$ cat src/sv/ttg_pkg.sv
package ttg_pkg;

	localparam int CLK_W    = 24;
	localparam int TPM_W    = 16;
	localparam int FREQ_W   = 16;
	localparam int DUR_IN_W = 16;
	localparam int CFG_W    = 24;
	localparam int CFG_IDX_W = 1;

	localparam logic [CLK_W-1:0] TIMER_CLOCK_RESET  = 24'd4000000;
	localparam logic [TPM_W-1:0] TICKS_PER_MS_RESET = 16'd4000;

	localparam logic [CFG_IDX_W-1:0] REG_TIMER_CLOCK  = 1'b0;
	localparam logic [CFG_IDX_W-1:0] REG_TICKS_PER_MS = 1'b1;

	localparam logic CMD_TICK  = 1'b0;
	localparam logic CMD_START = 1'b1;

	localparam int DIV_STEPS = CLK_W;
	localparam int DIV_CNT_W = $clog2(DIV_STEPS);

	typedef struct packed {
		logic              cmd;
		logic [FREQ_W-1:0] freq_hz;
		logic [DUR_IN_W-1:0] duration_ms;
	} in_item_t;

	typedef struct packed {
		logic tone_level;
		logic tone_enabled;
		logic playing;
		logic start_rejected;
	} out_item_t;

	typedef struct packed {
		logic busy;
		logic done;
	} div_status_t;

endpackage

$ cat src/sv/ttg_divider.sv
module ttg_divider (
	input  logic                       clk,
	input  logic                       arst_n,
	input  logic                       start,
	input  logic [ttg_pkg::CLK_W-1:0]  dividend,
	input  logic [ttg_pkg::FREQ_W-1:0] divisor,
	output ttg_pkg::div_status_t       status,
	output logic [ttg_pkg::CLK_W-1:0]  quotient
);
	import ttg_pkg::*;

	logic [FREQ_W-1:0]    rem_q;
	logic [CLK_W-1:0]     quo_q;
	logic [FREQ_W-1:0]    divisor_q;
	logic [DIV_CNT_W-1:0] cnt_q;
	logic                 busy_q;
	logic                 done_q;
	logic [FREQ_W:0]      trial;
	logic [FREQ_W:0]      diff;

	always_comb begin
		trial = {rem_q, quo_q[CLK_W-1]};
		diff  = trial - {1'b0, divisor_q};
	end

	always_ff @(posedge clk or negedge arst_n) begin
		if (!arst_n) begin
			busy_q <= 1'b0;
			done_q <= 1'b0;
			cnt_q  <= '0;
		end else begin
			done_q <= 1'b0;
			if (start && !busy_q) begin
				busy_q <= 1'b1;
				cnt_q  <= DIV_CNT_W'(DIV_STEPS - 1);
			end else if (busy_q) begin
				if (cnt_q == '0) begin
					busy_q <= 1'b0;
					done_q <= 1'b1;
				end else begin
					cnt_q <= cnt_q - 1'b1;
				end
			end
		end
	end

	always_ff @(posedge clk) begin
		if (start && !busy_q) begin
			rem_q     <= '0;
			quo_q     <= dividend;
			divisor_q <= divisor;
		end else if (busy_q) begin
			if (!diff[FREQ_W]) begin
				rem_q <= diff[FREQ_W-1:0];
				quo_q <= {quo_q[CLK_W-2:0], 1'b1};
			end else begin
				rem_q <= trial[FREQ_W-1:0];
				quo_q <= {quo_q[CLK_W-2:0], 1'b0};
			end
		end
	end

	assign status.busy = busy_q;
	assign status.done = done_q;
	assign quotient    = quo_q;

endmodule

$ cat src/sv/timed_tone_generator_core.sv
// Channel | Direction | Handshake          | Payload
// in      | input     | in_valid/in_stall   | in_data (cmd, freq_hz, duration_ms)
// out     | output    | out_valid/out_stall | out_data (level, enabled, playing, rejected)
// cfg     | input     | cfg_we              | cfg_index, cfg_data
//
// A tick item, and a rejected start, each leave one result item.
// An accepted start runs the restoring divider, one quotient bit a cycle, then hands
// over the quotient in ST_WAIT and commits it once the output register is free; the
// input is stalled from the accepted start until the commit.
// Reset is asynchronous and restores the register defaults and a silent output.
// The output register frees the input side; a stalled result holds the next item off.
module timed_tone_generator_core #(
	parameter int DURATION_WIDTH = 16
) (
	input  logic                          clk,
	input  logic                          arst_n,
	input  logic                          in_valid,
	output logic                          in_stall,
	input  ttg_pkg::in_item_t             in_data,
	output logic                          out_valid,
	input  logic                          out_stall,
	output ttg_pkg::out_item_t            out_data,
	input  logic                          cfg_we,
	input  logic [ttg_pkg::CFG_IDX_W-1:0] cfg_index,
	input  logic [ttg_pkg::CFG_W-1:0]     cfg_data
);
	import ttg_pkg::*;

	localparam logic [1:0] ST_IDLE = 2'd0;
	localparam logic [1:0] ST_DIV  = 2'd1;
	localparam logic [1:0] ST_WAIT = 2'd2;

	logic [1:0]                state_q;
	logic [CLK_W-1:0]          timer_clock_q;
	logic [TPM_W-1:0]          tpm_q;
	logic [CLK_W-1:0]          half_period_q;
	logic [CLK_W-1:0]          tone_countdown_q;
	logic [DURATION_WIDTH-1:0] duration_left_q;
	logic [TPM_W-1:0]          ms_countdown_q;
	logic                      pin_q;
	logic                      active_q;
	logic [DUR_IN_W-1:0]       dur_q;
	logic                      out_valid_q;
	out_item_t                 out_data_q;

	logic                      out_free;
	logic                      accept;
	logic                      tick_acc;
	logic                      start_acc;
	logic                      reject;
	logic                      div_start;
	logic                      commit;
	div_status_t               div_st;
	logic [CLK_W-1:0]          quotient;
	logic [CLK_W-1:0]          hp;
	logic [DURATION_WIDTH-1:0] dur_sat;

	logic [CLK_W-1:0]          tc_n;
	logic                      pin_n;
	logic [TPM_W-1:0]          ms_n;
	logic [DURATION_WIDTH-1:0] dl_n;
	logic                      act_n;

	ttg_divider u_div (
		.clk      (clk),
		.arst_n   (arst_n),
		.start    (div_start),
		.dividend (timer_clock_q),
		.divisor  (in_data.freq_hz),
		.status   (div_st),
		.quotient (quotient)
	);

	assign out_free  = !out_valid_q || !out_stall;
	assign in_stall  = (state_q != ST_IDLE) || !out_free;
	assign accept    = in_valid && !in_stall;
	assign tick_acc  = accept && (in_data.cmd == CMD_TICK);
	assign start_acc = accept && (in_data.cmd == CMD_START);
	assign reject    = start_acc && (active_q || (in_data.freq_hz == '0));
	assign div_start = start_acc && !reject;
	assign commit    = (state_q == ST_WAIT) && out_free;

	assign hp = ((quotient >> 1) == '0) ? CLK_W'(1) : (quotient >> 1);

	generate
		if (DURATION_WIDTH >= DUR_IN_W) begin : g_dur_wide
			assign dur_sat = DURATION_WIDTH'(dur_q);
		end else begin : g_dur_narrow
			assign dur_sat = (|dur_q[DUR_IN_W-1:DURATION_WIDTH]) ? '1
			                                                     : dur_q[DURATION_WIDTH-1:0];
		end
	endgenerate

	always_comb begin
		tc_n  = tone_countdown_q;
		pin_n = pin_q;
		ms_n  = ms_countdown_q;
		dl_n  = duration_left_q;
		act_n = active_q;
		if (active_q) begin
			if (tone_countdown_q <= CLK_W'(1)) begin
				pin_n = !pin_q;
				tc_n  = half_period_q;
			end else begin
				tc_n = tone_countdown_q - 1'b1;
			end
		end
		if (ms_countdown_q == '0) begin
			ms_n = (tpm_q == '0) ? '0 : tpm_q - 1'b1;
			if (duration_left_q != '0) begin
				dl_n = duration_left_q - 1'b1;
			end else begin
				act_n = 1'b0;
			end
		end else begin
			ms_n = ms_countdown_q - 1'b1;
		end
	end

	always_ff @(posedge clk or negedge arst_n) begin
		if (!arst_n) begin
			state_q          <= ST_IDLE;
			timer_clock_q    <= TIMER_CLOCK_RESET;
			tpm_q            <= TICKS_PER_MS_RESET;
			half_period_q    <= '0;
			tone_countdown_q <= '0;
			duration_left_q  <= '0;
			ms_countdown_q   <= '0;
			pin_q            <= 1'b0;
			active_q         <= 1'b0;
			out_valid_q      <= 1'b0;
		end else begin
			if (cfg_we) begin
				unique case (cfg_index)
					REG_TIMER_CLOCK:  timer_clock_q <= cfg_data;
					REG_TICKS_PER_MS: tpm_q         <= cfg_data[TPM_W-1:0];
					default: ;
				endcase
			end
			unique case (state_q)
				ST_IDLE: if (div_start) state_q <= ST_DIV;
				ST_DIV:  if (div_st.done) state_q <= ST_WAIT;
				ST_WAIT: if (commit) state_q <= ST_IDLE;
				default: state_q <= ST_IDLE;
			endcase
			if (tick_acc) begin
				tone_countdown_q <= tc_n;
				pin_q            <= pin_n;
				ms_countdown_q   <= ms_n;
				duration_left_q  <= dl_n;
				active_q         <= act_n;
			end else if (commit) begin
				half_period_q    <= hp;
				tone_countdown_q <= hp;
				duration_left_q  <= dur_sat;
				active_q         <= 1'b1;
			end
			if (tick_acc || reject || commit) begin
				out_valid_q <= 1'b1;
			end else if (!out_stall) begin
				out_valid_q <= 1'b0;
			end
		end
	end

	always_ff @(posedge clk) begin
		if (div_start) begin
			dur_q <= in_data.duration_ms;
		end
		if (tick_acc) begin
			out_data_q <= '{tone_level: pin_n, tone_enabled: act_n, playing: act_n,
			                start_rejected: 1'b0};
		end else if (reject) begin
			out_data_q <= '{tone_level: pin_q, tone_enabled: active_q, playing: active_q,
			                start_rejected: 1'b1};
		end else if (commit) begin
			out_data_q <= '{tone_level: pin_q, tone_enabled: 1'b1, playing: 1'b1,
			                start_rejected: 1'b0};
		end
	end

	assign out_valid = out_valid_q;
	assign out_data  = out_data_q;

	a_busy_stalls: assert property (@(posedge clk) disable iff (!arst_n)
		(state_q != ST_IDLE) |-> in_stall)
		else $error("input taken while a start is in progress");

	a_done_in_div: assert property (@(posedge clk) disable iff (!arst_n)
		div_st.done |-> (state_q == ST_DIV))
		else $error("divider finished outside the division state");

	a_div_idle: assert property (@(posedge clk) disable iff (!arst_n)
		(state_q == ST_IDLE) |-> !div_st.busy)
		else $error("divider busy while the sequencer is idle");

	a_active_period: assert property (@(posedge clk) disable iff (!arst_n)
		active_q |-> (half_period_q != '0))
		else $error("tone active with a zero half period");

	a_commit_result: assert property (@(posedge clk) disable iff (!arst_n)
		commit |=> (out_valid && out_data.playing && active_q))
		else $error("committed start did not leave a playing result");

endmodule
$ cat config.mk
export PLATFORM = sky130hd
export DESIGN_NAME = timed_tone_generator_core
export DESIGN_NICKNAME = d
export VERILOG_FILES = /design/src/sv/ttg_pkg.sv /design/src/sv/ttg_divider.sv /design/src/sv/timed_tone_generator_core.sv
export SDC_FILE = /design/constraint.sdc
export NUM_CORES = 1
export LEC_CHECK = 0
export BUFFER_PORTS_ARGS = -buffer_cell sky130_fd_sc_hd__buf_2
export CORE_ASPECT_RATIO = 1.25
export CORE_UTILIZATION = 55
export CTS_BUF_LIST = sky130_fd_sc_hd__clkbuf_8 sky130_fd_sc_hd__clkbuf_16
export DETAILED_ROUTE_END_ITERATION = 10
export PLACE_DENSITY_LB_ADDON = 0.08
export SLEW_MARGIN = 20
export SYNTH_ARGS = -nofsm -noshare
export SYNTH_HDL_FRONTEND = slang
export SYNTH_SLANG_ARGS = --single-unit
$ cat constraint.sdc
create_clock -name clk -period 6.9 [get_ports clk]
set_input_delay 0 -clock clk [delete_from_list [all_inputs] [get_ports clk]]
set_output_delay 0 -clock clk [all_outputs]
set_load 0.05 [all_outputs]
# Word-level counts from Yosys, hierarchy flattened
# Index checks and enable logic that the tools add are counted.
# classes
eq_ne,10
n_lt_le_gt_ge,1
n_addsub,6
n_reduce_logical,38
mux,39
bitwise_logic,3
# ops
cell,count
$mux 24,6
$mux 16,7
$logic_not 16->1,3
$sub 16x1->16 const B,3
$le 24x1->1 const B,1
$logic_not 24->1,1
$sub 24x1->24 const B,1
$mux 23,1
$sub 17x16->17,1
$reduce_bool 16->1,1
$mux 1,15
$mux 5,3
$mux 4,3
$ne 2x1->1 const B,5
$reduce_and 2->1,5
$reduce_bool 2->1,4
$logic_and 1x1->1,7
$logic_not 1->1,7
$mux 2,3
$ne 2x2->1 const B,3
$pmux 2 s3,1
$reduce_and 3->1,2
$logic_not 5->1,1
$logic_or 1x1->1,5
other kinds (6),8
# word_totals
reg_bits,208
output_inout_bits,6

# Depth between registers and ports, before layout
# Gate-level depths: netlist (run 1).
# logic_depth
ltp_word,13
depth_mapped,11

# Hierarchy
# A second synthesis (run 1) with hierarchy kept.
# unflattened
cells_unflattened,1137
hier_area_um2,10955.5
# modules_own_cells
mod,n_inst,cells_each,seq_area_each_um2,area_each_um2
timed_tone_generator_core,1,786,3679.8,7649.8
ttg_divider,1,351,1696.6,3305.7

# Worst setup path before layout (run 1)
# Ideal clock, no wire load.
# synth_timing
path_type,reg-to-reg
start,register out_valid_q (netlist: out_valid)
end,register u_div.quo_q[0] (netlist: u_div.quotient[0]) (data pin)
setup_slack_ns,3.809
required_time_ns,6.640
path_stages_with_launch,6
t_arrival_ns,2.831
cell_sequence,dfrtp_1 a211oi_1 nand4_1 nor2_1 clkbuf_1 mux2_2
# synth_between
elab_chain_len,12
# synth_rtl
item,line,text
"start, declared",timed_tone_generator_core.sv:43,logic out_valid_q;
"start signal, assigned",timed_tone_generator_core.sv:131,out_valid_q <= 1'b0;
"start signal, assigned",timed_tone_generator_core.sv:159,out_valid_q <= 1'b1;
"start signal, assigned",timed_tone_generator_core.sv:161,out_valid_q <= 1'b0;
$logic_not 1->1 (*),timed_tone_generator_core.sv:74,assign out_free = !out_valid_q || !out_stall;
$logic_or 1x1->1 (*),timed_tone_generator_core.sv:74,
$logic_not 1->1 (*),timed_tone_generator_core.sv:75,assign in_stall = (state_q != ST_IDLE) || !out_free;
$logic_or 1x1->1 (*),timed_tone_generator_core.sv:75,
$logic_not 1->1 (*),timed_tone_generator_core.sv:76,assign accept = in_valid && !in_stall;
$logic_and 1x1->1 (*),timed_tone_generator_core.sv:76,
$logic_and 1x1->1 (*),timed_tone_generator_core.sv:78,assign start_acc = accept && (in_data.cmd == CMD_START);
$logic_and 1x1->1,timed_tone_generator_core.sv:79,assign reject = start_acc && (active_q || (in_data.freq_hz == '0));
$logic_not 1->1,timed_tone_generator_core.sv:80,assign div_start = start_acc && !reject;
$logic_and 1x1->1 (*),timed_tone_generator_core.sv:80,
$logic_and 1x1->1 (*),ttg_divider.sv:48,if (start && !busy_q) begin
$mux 24 (*),ttg_divider.sv:48,
"end signal, assigned",ttg_divider.sv:50,quo_q <= dividend;
"end signal, assigned",ttg_divider.sv:55,"quo_q <= {quo_q[CLK_W-2:0], 1'b1};"
"end signal, assigned",ttg_divider.sv:58,"quo_q <= {quo_q[CLK_W-2:0], 1'b0};"
"end, declared",ttg_divider.sv:13,logic [CLK_W-1:0] quo_q;
# Every way passes the cells marked *; elsewhere a longest branch is shown, timed or not.
# A chain may end at the register's enable or synchronous reset.

# Worst setup path in the final report (run 1)
# layout_timing
start,register u_div.quo_q[23] (netlist: u_div.quotient[23])
end,register u_div.rem_q[14]
# layout_between
elab_chain_len,2
# layout_rtl
item,line,text
$sub 17x16->17,ttg_divider.sv:23,"diff = trial - {1'b0, divisor_q};"
$mux 16,ttg_divider.sv:53,if (!diff[FREQ_W]) begin
"end signal, assigned",ttg_divider.sv:54,rem_q <= diff[FREQ_W-1:0];
"end signal, assigned",ttg_divider.sv:57,rem_q <= trial[FREQ_W-1:0];
"end, declared",ttg_divider.sv:12,logic [FREQ_W-1:0] rem_q;
# No other way between the ends.

==> results of run 1 <==
-- cell usage in the layout (no fill, tap or decap), types with 26 or more instances in the layout --
cell | Yosys | final
dfrtp_1 | 118 | 118
mux2_2 | 64 | 64
nand2_1 | 160 | 160
edfxtp_1 | 58 | 58
ha_1 | 26 | 26
dlygate4sd3_1 | 0 | 59
buf_2 | 1 | 67
nor3_1 | 38 | 38
inv_1 | 34 | 43
o21ai_0 | 78 | 78
a21oi_1 | 78 | 77
nand3_1 | 30 | 30
nor2_1 | 66 | 64
-- final timing paths --
check                                   start                 end  slack (ps)
max                        u_div.quotient[23]     u_div.rem_q[14]        3670
min                               in_data[32]  duration_left_q[2]           7
max reg2reg                u_div.quotient[23]     u_div.rem_q[14]        3670
min reg2reg                             pin_q               pin_q         460
max in group asynchronous              arst_n  ms_countdown_q[10]        5530
min in group asynchronous              arst_n   timer_clock_q[22]          60
-- tightest hold or removal path: cells and delay by family --
family                 cells  cell delay (ps)
AOI/OAI and AO/OA          2              170
and+or+nand+nor            1              150
buffers and inverters      1              160
-- registers in the layout, summed over array words and instances, names as in the netlist --
signal,count
active_q,1
dur_q,16
duration_left_q,16
half_period_q,23
ms_countdown_q,16
out_data,3
out_valid,1
pin_q,1
state_q,2
timer_clock_q,24
tone_countdown_q,24
tpm_q,16
u_div.busy_q,1
u_div.cnt_q,5
u_div.divisor_q,16
u_div.done_q,1
u_div.quotient,24
u_div.rem_q,16
-- metrics by stage --
stage                     worst slack [ps]  instances  utilization (%)
final                                 3670       1413             67.0
after global routing                  3370       1413             67.0
after CTS                             3660       1413             67.0
after detailed placement              3680       1314             59.9
after global placement                3710       1314             59.9
after floorplan                       3810       1049                -
-- timing repair --
item,4_1_cts,5_1_grt
gates resized for setup,0,0
hold buffers,59,0
buffers inserted,0,0
endpoints found under the hold margin,143,0
-- layer usage --
| layer | vias up | track usage, % |
|---|---|---|
| met5 | - | 0 |
| met4 | 0 | 9.23 |
| met3 | 48 | 3.09 |
| met2 | 168 | 45.7 |
| met1 | 3958 | 31.5 |
| li1 | 4021 | - |
-- layout make-up --
cell class,instances,area share (%)
multi-input cells,766,38.7
inverters,34,1.04
repair buffers,139,8.38
flip-flops and latches,206,43.8
clock buffers,27,5.14
clock inverters,13,0.622
well taps,228,2.33
-- cell families (layout without fill, tap and decap cells) --
group	count (synthesis)	in the layout
simple gates	383	383
compound gates	245	245
flops	206	206
buf+inv	77	213
mux	66	66
xor+xnor	45	45
fa+ha+maj	27	27
-- where the power goes --
group | leakage [nW] | internal [mW] | switching, mW | total, mW
logic | 2.41 | 0.495 | 0.651 | 1.15
clock network | 0.381 | 0.678 | 0.471 | 1.15
registers | 2.26 | 1.53 | 0.251 | 1.78
==> summary.md, run 1 <==
| Metric | Value |
|---|---|
| Status | complete, but fails checks |
| Failing checks | DRC |
| Synth area leader | dfrtp_1 |
| Startpoint types | flop |
| Fillers | 1487 |
| Arr. time, crit path | 3640 ps |
| Crit. End Element | flop |
| Register area | around 5400 sq um |
| Top cell family by delay on the critical path | compound AO/OA/AOI/OAI gates |
| Top-count cell post-synth | nand2_1 |
| Avg Inst Size Synth | approximately 10 sq um |
| Adder-Cell Fraction of Synth Area | under 10% |
| Crit-path slowest cell | xor2_2 |
| 1st-iter DRT viols | between 400 and 500 |
| Min Clock Period, post-route | between 3000 and 4000 ps |
| Setup CP Type | flop to flop |
| Worst-path maximum fanout | 17 |
| Post-detail-place hpwl | about 16000 um |
| FF-to-FF path depth | 11 |
| Register area share after synthesis | between 50 and 60% |
| Static leakage | between 5 and 6 nW |
| Setup Total Neg Slack | 0 ps |
| DRC | 4 |
| Data required time of the critical path | approximately 7300 ps |
| Number of flops mapped to enable cells by yosys | slightly below 60 |
| Top_reg_cell synth | dfrtp_1 |
| H-tree level count | 1 |
| Antenna violations before repair | 0 |
| Final hold violations | 0 |
| Final Instance Area | about 12000 sq um |
| Max VDD drop | approximately 0.00024 V |
| Worst Hold Class | primary input to flop |
| Total grt overflow | 0 |
| Final period util | between 40% and 50% |
| Worst-Skew Late Latency | approximately 500 ps |
| Delay of the slowest cell on the worst path | roughly 570 ps |
| Synth-to-Final Area Change | 18.2% |
| Multi-input combinational cell area | between 4000 and 5000 sq um |
| Synth unique cells | 62 |
| Uppermost layer routed | met4 |
| Core Region | 18300 sq um |
| WL/cell | around 17 um |
| CTS tree | done |
| Slew Limit Headroom | between 20% and 30% |
| Fmax | ~310 MHz |
| Met1 WL | between 10000 and 15000 um |
| Top cells by instance count after synthesis | nand2_1 (160), dfrtp_1 (118), a21oi_1 (78), o21ai_0 (78), nor2_1 (66) |
| Power Total | roughly 4 mW |
| Drt first pass iters | 8 |
| PortBufs | just under 70 |
| Boundary Pins | slightly below 70 |
| Largest net degree at the start of global routing | 81 |
| Max_cap viols | 0 |
| Mux cell area share after synthesis | 7.14% |
| Total number of vias | around 8200 |
| Post-Synth XOR/XNOR Area | roughly 3.8% |
| RSZ-0062 raised after global routing | false |
| Largest family of logic cells by synthesized area | simple AND/OR/NAND/NOR gates |
| Synth async-reset ratio | roughly 64% |
| Hold slack final | roughly 7.1 ps |
| Pwr Density | roughly 330 nW/um^2 |
| Die ar. | roughly 20000 sq um |
| Initial core utilization | between 50% and 60% |
| Synth top area share | between 20% and 30% |
| Antenna-violating nets left | 0 |
| Synth area leaders | dfrtp_1 (28%), edfxtp_1 (17%), mux2_2 (6.9%) |
| Number of global-route vias before repair | between 8000 and 9000 |
| Slew @ Worst Pin | ~1100 ps |
| Post-synthesis net count | 1139 |
| Nets | roughly 1300 |
| Row count | 55 |
| Clock Tree Buf Depth | 3 |
| Clock skew | about 15 ps |
| Die X | ~120 um |
| Vias per inst | between 5 and 6 |
| GPL Wtd Cong | slightly below 0.9 |
| CP most frequent cell | o21ai_0 |
| FF+latch count, synth | around 210 |
| Die Ht | about 160 um |
| GRT Overall Usage | around a quarter |
| Met3 routed WL | 893 um |
| Clock-pin slew on the worst setup and hold paths | roughly 60 ps |
| First-pass GRT wire length | between 30000 and 40000 um |
| Sink Count | 206 |
| Worst path bufs/invs | 2 |
| Simple-gate share of the synthesized area | between 10% and 20% |
| TritonCTS buffer count | 22 |
| WL final | between 20000 and 25000 um |
| Mapped Area | a little over 10000 sq um |
| WP depth | 11 |
| Met2 Wirelength | between 10000 and 15000 um |
| Root Driver | clkbuf_16 |
| Warnings from Yosys | 0 |
| Post-place instance area | around 11000 sq um |
| Crit-path cells | inv_1 > ha_1 > fa_1 > nand2b_1 > a21oi_1 > o21ai_0 > o21ai_0 > xor2_2 > buf_4 > o21ai_0 > a31o_2 |
| Share of cells above drive strength 1 | between 10% and 20% |
| Final Setup Violations | 0 |
| Final Max Tran Viols | 0 |
| Gate Count Post-Synth | around 1000 |
| Hold path depth | 4 |
| Compound-Gate Fraction of Synth Area | 13.9% |
| # diodes | 0 |
Note: power is estimated with default switching activity, not from simulation.
==> run 2, diff against run 1 <==
- ABC_AREA: not set -> 1
- clock period: 6.9 -> 2.8 ns (I/O delays scaled with it)
==> summary.md, run 2 <==
| Metric | Value |
|---|---|
| CTS resizes | 0 |
| Largest family of logic cells by synthesized area | simple AND/OR/NAND/NOR gates |
| Arr. time, crit path | between 2000 and 3000 ps |
| PortBufs | roughly 70 |
| Synth area leader | dfrtp_1 |
| Adder-Cell Fraction of Synth Area | a little under 3% |
| Commonest non-fill, non-tap cell in the layout | nand2_1 |
| Number of flops mapped to enable cells by yosys | 58 |
| Hold_buf cts | 60 |
| Crit-path slowest cell | fa_1 |
| Mux cell area share after synthesis | less than 1% |
| Die X | 133 um |
| CP most frequent cell | nand2_1 |
| Final period util | a little over four fifths |
| Final Max Tran Viols | 0 |
| First-pass GRT wire length | ~48000 um |
| Synth top area share | ~25% |
| Avg Inst Size Synth | ~7.6 sq um |
| Worst path bufs/invs | 2 |
| Max VDD drop | around 0.00050 V |
| Drt first pass iters | 5 |
| GRT Overall Usage | between 20% and 30% |
| CTS tree | done |
| Pwr Density | between 500 and 600 nW/um^2 |
| Data required time of the critical path | ~3300 ps |
| Crit. End Element | flop |
| H-tree level count | 1 |
| Vias per inst | ~5.2 |
| # diodes | 0 |
| Share of cells above drive strength 1 | about a tenth |
| Most frequent cells in the layout | nand2_1 (424), nor2_1 (208), inv_1 (199) |
| Core Region | ~21000 sq um |
| Boundary Pins | between 60 and 70 |
| Synth async-reset ratio | approximately 64% |
| Synth unique cells | 52 |
| Top_reg_cell synth | dfrtp_1 |
| Final Non-Filler Cells | between 1500 and 2000 |
| Mapped Area | around 12000 sq um |
| Root Driver | clkbuf_16 |
| 1st-iter DRT viols | slightly above 700 |
| Max_cap viols | 0 |
| Top cells by instance count after synthesis | nand2_1 (425), nor2_1 (208), inv_1 (189) |
| Register area share after synthesis | 45.8% |
| WL/cell | roughly 15 um |
| Top-count cell post-synth | nand2_1 |
| Warnings from Yosys | 0 |
| Total number of vias | approximately 10000 |
| Clock-pin slew on the worst setup and hold paths | ~60 ps |
| TritonCTS buffer count | 23 |
| Finished Core Util | 65.0% |
| Multi-input combinational cell area | 5380 sq um |
| Final Setup Violations | 0 |
| WP depth | 16 |
| WL final | between 20000 and 30000 um |
| Post-synthesis net count | roughly 1600 |
| Register area | roughly 5400 sq um |
| Final hold violations | 0 |
| Clock skew | about 8.4 ps |
| Initial core utilization | 56.2% |
| Synth area leaders | dfrtp_1 (25%), edfxtp_1 (15%), nand2_1 (14%) |
| Post-CTS Setup Bufs | 0 |
| Number of global-route vias before repair | 9965 |
| Startpoint types | flop |
| Largest net degree at the start of global routing | 62 |
| Post-Synth XOR/XNOR Area | ~3.2% |
| FF+latch count, synth | between 200 and 250 |
| Total grt overflow | 0 |
| Die Ht | roughly 170 um |
| Row count | ~60 |
| Placed cells | roughly 1800 |
| Post-detail-place hpwl | a little over 20000 um |
| Sink Count | between 200 and 250 |
| Antenna violations before repair | 0 |
| RSZ-0062 raised after global routing | false |
| Synth-to-Final Area Change | 15.8% |
| Clock Tree Buf Depth | 3 |
| Worst-path maximum fanout | 18 |
| Fmax | roughly 420 MHz |
| Crit-path cells | inv_1 > ha_1 > fa_1 > inv_1 > nand2_1 > nand2_1 > nand3_2 > nand2_2 > nand2_2 > nand2_2 > nand2_4 > nand2_4 > nand2_1 > nand2_1 > nand2_1 > nand2_1 |
| Worst Hold Class | primary input to asynchronous set/reset pin |
| Setup Total Neg Slack | 0 ps |
| Min Clock Period, post-route | roughly 2400 ps |
| Worst-Skew Late Latency | between 500 and 600 ps |
| Antenna-violating nets left | 0 |
| Static leakage | about 6.5 nW |
| Slew Limit Headroom | 31.5% |
| Slew @ Worst Pin | 1020 ps |
| Delay of the slowest cell on the worst path | ~410 ps |
| Simple-gate share of the synthesized area | between 20 and 30% |
| DRC | 0 |
| Status | finished, final reports clean |
| Fillers | between 1500 and 2000 |
| GPL Wtd Cong | slightly above 0.9 |
| FF-to-FF path depth | 16 |
| Top cell family by delay on the critical path | simple AND/OR/NAND/NOR gates |
| Gate Count Post-Synth | approximately 1500 |
| Die ar. | between 20000 and 25000 sq um |
| Setup CP Type | flop to flop |
| Compound-Gate Fraction of Synth Area | approximately a tenth |
| Nets | roughly 1700 |
-- run 2: cell count changes in the layout (fill, tap and decap cells not counted), moves of 15 or more --
cell / previous run / this run
nor2_1: 64 / 208
a21oi_1: 77 / 36
o21ai_0: 78 / 135
mux2_2: 64 / 8
nor3_1: 38 / 11
nand2_1: 160 / 424
nand4_1: 8 / 23
inv_1: 43 / 199
nor4_1: 23 / 2
o22ai_1: 23 / 3
nand3_1: 30 / 93
-- run 2: per-layer routing --
layer | routed length, um | global-route usage (%) | vias up | share of wire, %
met1 | 12700 | 34.2 | 4644 | 43
met5 | 0 | 0 | - | 0
li1 | - | - | 5167 | -
met4 | 1090 | 11.4 | 0 | 3.7
met2 | 14300 | 48.9 | 231 | 49
met3 | 1170 | 3.72 | 77 | 4.0
-- run 2: through the flow --
| stage | hold slack [ps] | instance area (sq um) | worst slack, ps | power (mW) |
|---|---|---|---|---|
| 6_report | 21.2 | 13600 | 434 | 7.32 |
| 5_1_grt | 70.0 | 13600 | 172 | 7.65 |
| 4_1_cts | 25.0 | 13600 | 424 | 7.37 |
| 2_1_floorplan | -296 | 11700 | 446 | 4.13 |
| 3_3_place_gp | 12.7 | 12300 | 536 | 4.41 |
| 3_5_place_dp | 14.6 | 12300 | 458 | 4.43 |
-- run 2: final timing paths --
kind	start	end	slack, ps
setup / recovery	u_div.quotient[23]	u_div.rem_q[14]	430
hold / removal	arst_n	duration_left_q[9]	20
setup reg to reg	u_div.quotient[23]	u_div.rem_q[14]	430
hold reg to reg	out_data[0]	out_data[0]	450
max in group asynchronous	arst_n	timer_clock_q[21]	2030
min in group clk	in_valid	out_data[0]	60
-- run 2: worst register-to-register path: stages (launching register included) --
cell	delay, ps
edfxtp_1	370
inv_1	80
ha_1	230
fa_1	410
inv_1	110
nand2_1	50
nand2_1	100
nand3_2	80
nand2_2	90
nand2_2	80
nand2_2	80
nand2_4	130
nand2_4	210
nand2_1	100
nand2_1	70
nand2_1	50
nand2_1	80
-- run 2: cell families after synthesis --
family                     Yosys count
and+or+nand+nor                    812
buffers and inverters              241
muxes                                8
DFF                                206
xor gates and xnor gates            43
adders and majority gates           27
AOI/OAI and AO/OA                  205
-- run 2: power breakdown --
group | leakage (nW) | internal, mW | switching [mW]
clock | 0.394 | 1.65 | 1.21
combinational | 3.88 | 0.376 | 0.576
sequential | 2.25 | 3.29 | 0.210
-- run 2: layout make-up --
cell class / instances / share of cell area [%]
repair buffers: 136 / 7.60
inverters: 197 / 5.44
multi-input cells: 1095 / 39.6
flip-flops and latches: 206 / 39.6
clock buffers: 28 / 4.83
well taps: 274 / 2.52
clock inverters: 14 / 0.479
==> run 3, diff against run 2 <==
- clock period: 2.8 -> 1.98 ns (I/O delays scaled with it)
==> summary.md, run 3 (synthesis gave the netlist of run 2 again) <==
| Metric | Value |
|---|---|
| Worst Setup SP | u_div.divisor_q[0] |
| Total number of vias | roughly 11000 |
| Slew Limit Headroom | between 30% and 40% |
| Antenna violations before repair | 0 |
| CP endpoint | u_div.rem_q[5] |
| WL/cell | 15.5 um |
| Final Non-Filler Cells | 2009 |
| WP depth | 13 |
| Crit-path slowest cell | edfxtp_1 |
| Clock skew | about 17 ps |
| Power Total | 11.2 mW |
| Final Setup Violations | 17 |
| Pwr Density | 774 nW/um^2 |
| H-tree level count | 1 |
| Worst Hold Class | primary input to asynchronous set/reset pin |
| Most frequent cells in the layout | nand2_1 (416), nor2_1 (198), inv_1 (186) |
| Worst-path maximum fanout | 8 |
| Delay of the slowest cell on the worst path | about 420 ps |
| Die X | around 130 um |
| Post-detail-place hpwl | between 20000 and 25000 um |
| Number of global-route vias before repair | roughly 10000 |
| Max VDD drop | roughly 0.00065 V |
| Final period util | 103% |
| Final Instance Area | about 15000 sq um |
| Initial core utilization | a little under three fifths |
| Drt first pass iters | 8 |
| Die Ht | 165 um |
| Reg-to-Reg Start | u_div.divisor_q[0] |
| Static leakage | about 7.0 nW |
| PortBufs | a little under 70 |
| Final hold violations | 0 |
| Setup CP Type | flop to flop |
| Total grt overflow | 0 |
| Fillers | between 1500 and 2000 |
| Antenna-violating nets left | 0 |
| Setup slack, reg-to-reg | -70 ps |
| Root Driver | clkbuf_16 |
| Failing checks | setup timing |
| Worst path bufs/invs | 2 |
| Data required time of the critical path | roughly 2400 ps |
| CTS tree | done |
| Post-place instance area | approximately 13000 sq um |
| Status | complete, but fails checks |
| Vias per inst | around 5.3 |
| FF-to-FF path depth | 13 |
| # diodes | 0 |
| Final Max Tran Viols | 0 |
| Row count | approximately 60 |
| Setup ws final | -68.2 ps |
| 1st-iter DRT viols | between 700 and 800 |
| Largest net degree at the start of global routing | 63 |
| Clock Tree Buf Depth | 3 |
| Clock-pin slew on the worst setup and hold paths | approximately 60 ps |
| Min Clock Period, post-route | about 2000 ps |
| Worst-Skew Late Latency | approximately 510 ps |
| Top cell family by delay on the critical path | simple AND/OR/NAND/NOR gates |
| Commonest non-fill, non-tap cell in the layout | nand2_1 |
| First-pass GRT wire length | between 40000 and 50000 um |
| Arr. time, crit path | around 2500 ps |
| Slew @ Worst Pin | 947 ps |
| Nets | 1809 |
| Fmax | around 490 MHz |
| Core Region | around 21000 sq um |
| TritonCTS buffer count | 23 |
| Sink Count | ~210 |
| Crit-path cells | ha_4 > fa_2 > inv_2 > nand2_2 > nand2_2 > nand3_2 > nand2_2 > nand2_4 > nand3_4 > clkbuf_16 > nand3b_1 > nand3_1 > nand2_1 |
| Crit. End Element | flop |
| Placed cells | between 1500 and 2000 |
| Die ar. | between 20000 and 25000 sq um |
| DRC | 0 |
| R2R Path End | u_div.rem_q[5] |
| Max_cap viols | 0 |
| Startpoint types | flop |
| WL final | about 31000 um |
| RSZ-0062 raised after global routing | true |
| Finished Core Util | a little over two thirds |
| Synth-to-Final Area Change | 23.8% |
| GPL Wtd Cong | just over 0.9 |
| GRT Overall Usage | ~29% |
| CP most frequent cell | nand2_2 |
| Share of cells above drive strength 1 | between 15 and 20% |
| Boundary Pins | between 60 and 70 |
[run 3: cell types whose count changed in the layout (fill, tap and decap cells not counted), moves of 8 or more]
| cell | before | now |
|---|---|---|
| nor2_1 | 208 | 198 |
| buf_4 | 6 | 51 |
| inv_1 | 199 | 186 |
| nand3_2 | 1 | 10 |
| nor2_2 | 7 | 15 |
| nand3_1 | 93 | 84 |
| nand2_1 | 424 | 416 |
[run 3: how the worst min path moves through the flow]
stage,to,slack (ps),cells past startpoint
detailed placement,ms_countdown_q[13],40,1
global placement,ms_countdown_q[13],40,1
floorplan,active_q,-300,0
finish,ms_countdown_q[13],50,2
global route,ms_countdown_q[13],90,2
CTS,out_data[0],50,5
[run 3: layer usage]
metal	wire length, um	global-route usage, %
met4	999	11.2
met2	15200	49.4
met1	13500	36.9
met3	1470	3.33
met5	0	0
[run 3: per-stage QoR]
step | hold slack, ps | setup TNS, ps | worst slack, ps
6_report | 45.8 | -780 | -68.2
5_1_grt | 85.1 | -2670 | -170
4_1_cts | 53.8 | -3.19 | -3.19
3_5_place_dp | 41.4 | -1090 | -93.6
3_3_place_gp | 35.8 | -393 | -31.5
2_1_floorplan | -296 | -75.4 | -10.9
[run 3: timing repair]
action	CTS	global route
endpoints found under the setup margin	18	51
hold endpoints to repair	173	0
buffers inserted	2	6
resized for setup	3	50
gates cloned	0	4
hold buffers	59	0
pin swaps	4	23
[run 3: area by class of cell]
| cell class | count | area, sq um | area share, % |
|---|---|---|---|
| inverter | 197 | 741 | 5.10 |
| sequential | 206 | 5380 | 37.0 |
| multi-input combinational | 1095 | 5560 | 38.3 |
| clock inverter | 13 | 186 | 1.28 |
| timing repair buffer | 196 | 1640 | 11.3 |
| clock buffer | 28 | 678 | 4.67 |
| tap | 274 | 343 | 2.36 |
[run 3: where the power goes]
group          switching (mW)  internal [mW]  total, mW
clock                    1.74           3.07       4.81
combinational           0.879          0.591       1.47
sequential              0.303           4.66       4.96
